--- src/ivm_pkg.sv ---
// ----------------------------------------------------------------------------
// ivm_pkg
// Shared types, constants and codes of the interval value map.
// ----------------------------------------------------------------------------
package ivm_pkg;

  localparam int MAX_BP   = 64;
  localparam int KEY_BITS = 32;
  localparam int VAL_BITS = 8;
  localparam int ADDR_W   = $clog2(MAX_BP);
  localparam int IDX_W    = ADDR_W + 1;
  localparam int ENT_W    = KEY_BITS + VAL_BITS;

  localparam logic       MODE_ASSIGN = 1'b0;
  localparam logic       MODE_LOOKUP = 1'b1;
  localparam logic [1:0] ST_DONE     = 2'd0;
  localparam logic [1:0] ST_EMPTY    = 2'd1;
  localparam logic [1:0] ST_FULL     = 2'd2;

  typedef struct packed {
    logic                mode;
    logic [KEY_BITS-1:0] key_begin;
    logic [KEY_BITS-1:0] key_end;
    logic [VAL_BITS-1:0] new_value;
  } req_t;

  typedef struct packed {
    logic [VAL_BITS-1:0] read_value;
    logic [1:0]          status;
  } rsp_t;

  typedef enum logic [2:0] {
    S_IDLE, S_SCAN, S_INS_B, S_INS_E, S_RESP
  } state_t;

  typedef struct packed {
    logic load;
    logic step;
    logic emit_b;
    logic emit_e;
    logic finish;
  } cmd_t;

  typedef struct packed {
    logic is_lookup;
    logic is_empty;
    logic at_end;
    logic inserted;
    logic ent_gt_key;
    logic ent_gt_ke;
  } sts_t;

endpackage

--- src/ivm_ctrl.sv ---
// ----------------------------------------------------------------------------
// ivm_ctrl
// Controller: sequences the table scan, interval insertion and response.
// ----------------------------------------------------------------------------
module ivm_ctrl
  import ivm_pkg::*;
(
  input  logic clk,
  input  logic rst_n,
  input  logic in_valid,
  output logic in_stall,
  output logic out_valid,
  input  logic out_stall,
  input  sts_t sts,
  output cmd_t cmd
);

  state_t state_r, state_nxt;

  // state register
  always_ff @(posedge clk) begin
    if (!rst_n) begin
      state_r <= S_IDLE;
    end else begin
      state_r <= state_nxt;
    end
  end

  // next state and commands
  always_comb begin
    state_nxt = state_r;
    cmd       = '0;
    in_stall  = 1'b1;
    out_valid = 1'b0;
    case (state_r)
      S_IDLE: begin
        in_stall = 1'b0;
        if (in_valid) begin
          cmd.load  = 1'b1;
          state_nxt = S_SCAN;
        end
      end
      S_SCAN: begin
        if (sts.is_lookup) begin
          if (sts.at_end || sts.ent_gt_key) begin
            cmd.finish = 1'b1;
            state_nxt  = S_RESP;
          end else begin
            cmd.step = 1'b1;
          end
        end else if (sts.is_empty) begin
          cmd.finish = 1'b1;
          state_nxt  = S_RESP;
        end else if (sts.at_end) begin
          if (sts.inserted) begin
            cmd.finish = 1'b1;
            state_nxt  = S_RESP;
          end else begin
            state_nxt = S_INS_B;
          end
        end else if (!sts.inserted && sts.ent_gt_ke) begin
          state_nxt = S_INS_B;
        end else begin
          cmd.step = 1'b1;
        end
      end
      S_INS_B: begin
        cmd.emit_b = 1'b1;
        state_nxt  = S_INS_E;
      end
      S_INS_E: begin
        cmd.emit_e = 1'b1;
        state_nxt  = S_SCAN;
      end
      S_RESP: begin
        out_valid = 1'b1;
        if (!out_stall) begin
          state_nxt = S_IDLE;
        end
      end
      default: begin
        state_nxt = S_IDLE;
      end
    endcase
  end

endmodule

--- config.mk ---
export PLATFORM = sky130hd
export DESIGN_NAME = ivm_ctrl
export DESIGN_NICKNAME = d
export VERILOG_FILES = /design/src/ivm_pkg.sv /design/src/ivm_ctrl.sv
export SDC_FILE = /design/constraint.sdc
export NUM_CORES = 1
export LEC_CHECK = 0
export ABC_AREA = 1
export BUFFER_PORTS_ARGS = -buffer_cell sky130_fd_sc_hd__buf_2
export CAP_MARGIN = 25
export CORE_AREA = 2 2 39 41
export DETAILED_ROUTE_END_ITERATION = 10
export DIE_AREA = 0 0 41 43
export SLEW_MARGIN = 0
export SYNTH_ARGS = -nofsm -noshare
export SYNTH_HDL_FRONTEND = slang
export SYNTH_SLANG_ARGS = --single-unit
--- constraint.sdc ---
create_clock -name clk -period 2.44 [get_ports clk]
set_input_delay 0.366 -clock clk [delete_from_list [all_inputs] [get_ports clk]]
set_output_delay 0.366 -clock clk [all_outputs]
set_load 0.1 [all_outputs]
==> tab_implementation.tex <==
\begin{tabular}{lr}
\hline
Metric & Value \\
\hline
\multicolumn{2}{l}{\textbf{Critical path}} \\
\quad Crit path kind & reg -> out \\
\quad Critical Path Sink Type & output pin \\
\quad Required time worst endpoint & 2070 ps \\
\quad Highest net fanout along the worst path & 6 \\
\quad Arrival time worst endpoint & 1400 ps \\
\quad Worst setup SP type & flip-flop \\
\multicolumn{2}{l}{\textbf{Clock network}} \\
\quad Clock transition at the registers of the reported paths & 40 ps \\
\quad Maximum clock insertion buffer count & 2 \\
\quad Clock tree sinks & 3 \\
\quad Post-CTS Hold Buffers & 0 \\
\quad CTS tree & built \\
\quad Count of cells resized by post-cts repair & 0 \\
\quad Post-CTS setup-driven buffer insertion count & 0 \\
\quad Number of clock buffers inserted by TritonCTS & 3 \\
\quad Clock latency at the later pin of the worst-skew pair & 240 ps \\
\quad H-tree lvl count & 1 \\
\quad Clock root cell & sky130\_fd\_sc\_hd\_\_clkbuf\_4 \\
\multicolumn{2}{l}{\textbf{Timing}} \\
\quad Total Neg Setup Slack & 0 ps \\
\quad Worst slew pin tran & 486 ps \\
\quad Final period demand of the worst path & 1770 ps \\
\quad Max-slew headroom & 0.678 \\
\quad Max Clock Skew & 3.08 ps \\
\quad Unrepaired setup endpoints after global routing & false \\
\quad Total count of max-transition violations in the final report & 0 \\
\quad Max Clock Freq & 565 MHz \\
\quad Hold\_ws & 380 ps \\
\quad Period utilisation layout & 0.725 \\
\quad Count of final setup violators & 0 \\
\quad Final-report hold violation count & 0 \\
\multicolumn{2}{l}{\textbf{Run}} \\
\quad Maximum capacitance violations & 0 \\
\multicolumn{2}{l}{\textbf{Global route}} \\
\quad Global-route wire length before repair & 1070 µm \\
\quad Number of global-route vias before repair & 317 \\
\quad Total gr overflow & 0 \\
\quad Initial antenna violation count & 0 \\
\quad Maximum number of pins on one net before global-route repair & 7 \\
\quad Total global routing track utilization & 0.0953 \\
\multicolumn{2}{l}{\textbf{Synthesis}} \\
\quad Synthesized Nets & 52 \\
\quad Warnings from Yosys & 0 \\
\quad Unique cell type count in the Yosys netlist & 11 \\
\quad Synth Area per Inst & 5.51 µm² \\
\quad Number of standard cells after synthesis & 42 \\
\quad Synth Register Bits & 3 \\
\quad Cell area after synthesis & 231 µm² \\
\quad Proportion of synthesized chip area in sequential cells & 0.259 \\
\multicolumn{2}{l}{\textbf{Floorplan}} \\
\quad CORE AREA & 0.00138 mm² \\
\quad Die Footprint & 0.00176 mm² \\
\quad Cell row count & 14 \\
\quad Effective utilization at floorplan & 0.167 \\
\quad Width of the chip & 41 µm \\
\quad Number of primary I/O pins & 17 \\
\quad Die extent in y & 43 µm \\
\multicolumn{2}{l}{\textbf{Routing}} \\
\quad Pre-Repair DR Iteration Count & 2 \\
\quad Drt drc & 0 \\
\quad Wire length reported by the detailed router & 616 µm \\
\quad Post-detailed-route count of antenna-violating nets & 0 \\
\quad Number of DRC violations after detailed-routing iteration 0 & 2 \\
\quad Per-cell routed wire length & 7.90 µm \\
\quad Vias & 308 \\
\quad Post-detailed-route via-to-cell ratio & 3.95 \\
\multicolumn{2}{l}{\textbf{Placement}} \\
\quad Port Buf Inserts & 16 \\
\quad Routability Congestion & 0.750 \\
\quad Number of placed instances with taps included & 74 \\
\quad Placed wire-length estimate & 486 µm \\
\multicolumn{2}{l}{\textbf{Layout}} \\
\quad Filler instances & 176 \\
\quad Syn-to-layout area delta & 60.0\% \\
\quad Most flops, register & state\_r \\
\quad Registers with the most flip-flops & state\_r: 3 flops \\
\quad Area of all sequential standard cells & 60.1 µm² \\
\quad Area occupied by multi-input gates & 135 µm² \\
\quad Final layout net count & 73 \\
\quad Share of final-layout standard cells stronger than drive strength 1 & 0.387 \\
\quad Util after Layout & 0.268 \\
\quad Number of diodes & 0 \\
\quad Fin cells & 78 \\
\quad Number of flip-flops under the largest register name & 3 \\
\multicolumn{2}{l}{\textbf{Power and ir drop}} \\
\quad Switching Share & 0.507 \\
\quad Power per cell area & 778 mW/mm² \\
\quad Peak supply drop & 177 µV \\
\quad Leakage power of the design & 0.240 nW \\
\quad Combinational group share of total power & 0.483 \\
\quad Sw power & 0.146 mW \\
\quad Int Pwr & 0.142 mW \\
\quad Clock network fraction of total power & 0.311 \\
\quad Seq pwr share & 0.206 \\
\multicolumn{2}{l}{\textbf{Min path}} \\
\quad Path type of the worst min-delay path & in -> reg \\
\multicolumn{2}{l}{\textbf{Outcome}} \\
\quad Run status & completed \\
\hline
\end{tabular}
worst max-delay path: stages (launching register included):
cell and delay [ps]:
sky130_fd_sc_hd__dfxtp_1 330, sky130_fd_sc_hd__inv_2 120, sky130_fd_sc_hd__nand3_2 90, sky130_fd_sc_hd__inv_1 70, sky130_fd_sc_hd__nand3_1 90, sky130_fd_sc_hd__inv_1 60, sky130_fd_sc_hd__buf_2 410
Yosys cell counts:
| master | n | area share |
|---|---|---|
| sky130_fd_sc_hd__nand3_1 | 7 | 0.15 |
| sky130_fd_sc_hd__dfxtp_1 | 3 | 0.26 |
| sky130_fd_sc_hd__o211ai_1 | 1 | 0.032 |
| sky130_fd_sc_hd__nand2_1 | 7 | 0.11 |
| sky130_fd_sc_hd__inv_1 | 12 | 0.19 |
| sky130_fd_sc_hd__inv_2 | 1 | 0.016 |
| sky130_fd_sc_hd__nor3_1 | 2 | 0.043 |
| sky130_fd_sc_hd__nor2_1 | 5 | 0.081 |
| sky130_fd_sc_hd__a21oi_1 | 2 | 0.043 |
| sky130_fd_sc_hd__nand3_2 | 1 | 0.043 |
| sky130_fd_sc_hd__o21ai_1 | 1 | 0.022 |
routing by layer:
metal	routed length, µm	up-vias	global-route usage	part of all wire
met5	0	-	0	0
met4	0	0	0.0800	0
met3	52	0	0.0628	0.084
met2	338	6	0.144	0.55
met1	226	133	0.0801	0.37
li1	-	169	-	-
power groups by stage:
stage | logic (mW) | clock network (mW) | registers (mW)
after global placement | 0.139 | 0 | 0.0603
final | 0.139 | 0.0895 | 0.0594
after global routing | 0.149 | 0.0987 | 0.0601
after detailed placement | 0.139 | 0 | 0.0601
after CTS | 0.140 | 0.0967 | 0.0594
after floorplan | 0.116 | 0 | 0.0593
logic make-up (layout without fill, tap and decap cells):
kind of cell,Yosys count,count (layout),share of synthesized area
compound gates,4,4,0.0973
buf+inv,13,33,0.211
flops,3,3,0.259
simple gates,22,22,0.432
path summary, 6_finish.rpt:
path | start | to | cells after the start | slack (ps)
worst min register to register | state_r[2] | state_r[2] | 2 | 570
worst max register to register | state_r[0] | state_r[1] | 6 | 1460
worst min-delay path | rst_n | state_r[1] | 3 | 380
worst max-delay path | state_r[2] | cmd[0] | 6 | 670
layout make-up:
class | count | share of cell area
multi-input cells | 26 | 0.365
inverters | 13 | 0.132
flip-flops and latches | 3 | 0.162
repair buffers | 16 | 0.216
clock buffers | 4 | 0.0709
well taps | 16 | 0.0541
layout by cell type (no fill, tap or decap), drive strengths merged:
cell type / synthesis / routed
a21oi: 2 / 2
buf: 0 / 16
clkbuf: 0 / 4
dfxtp: 3 / 3
inv: 13 / 13
nand2: 7 / 7
nand3: 8 / 8
nor2: 5 / 5
nor3: 2 / 2
o211ai: 1 / 1
o21ai: 1 / 1
through the flow:
stage                     power [mW]  worst slack (ps)  cell area [µm²]
after global routing           0.308               561              370
after CTS                      0.297               635              370
after detailed placement       0.199               815              344
after global placement         0.199               811              344
after floorplan                0.176             -50.3              244
final                          0.288               671              370
No activity file was read; power rests on OpenSTA's default activity.
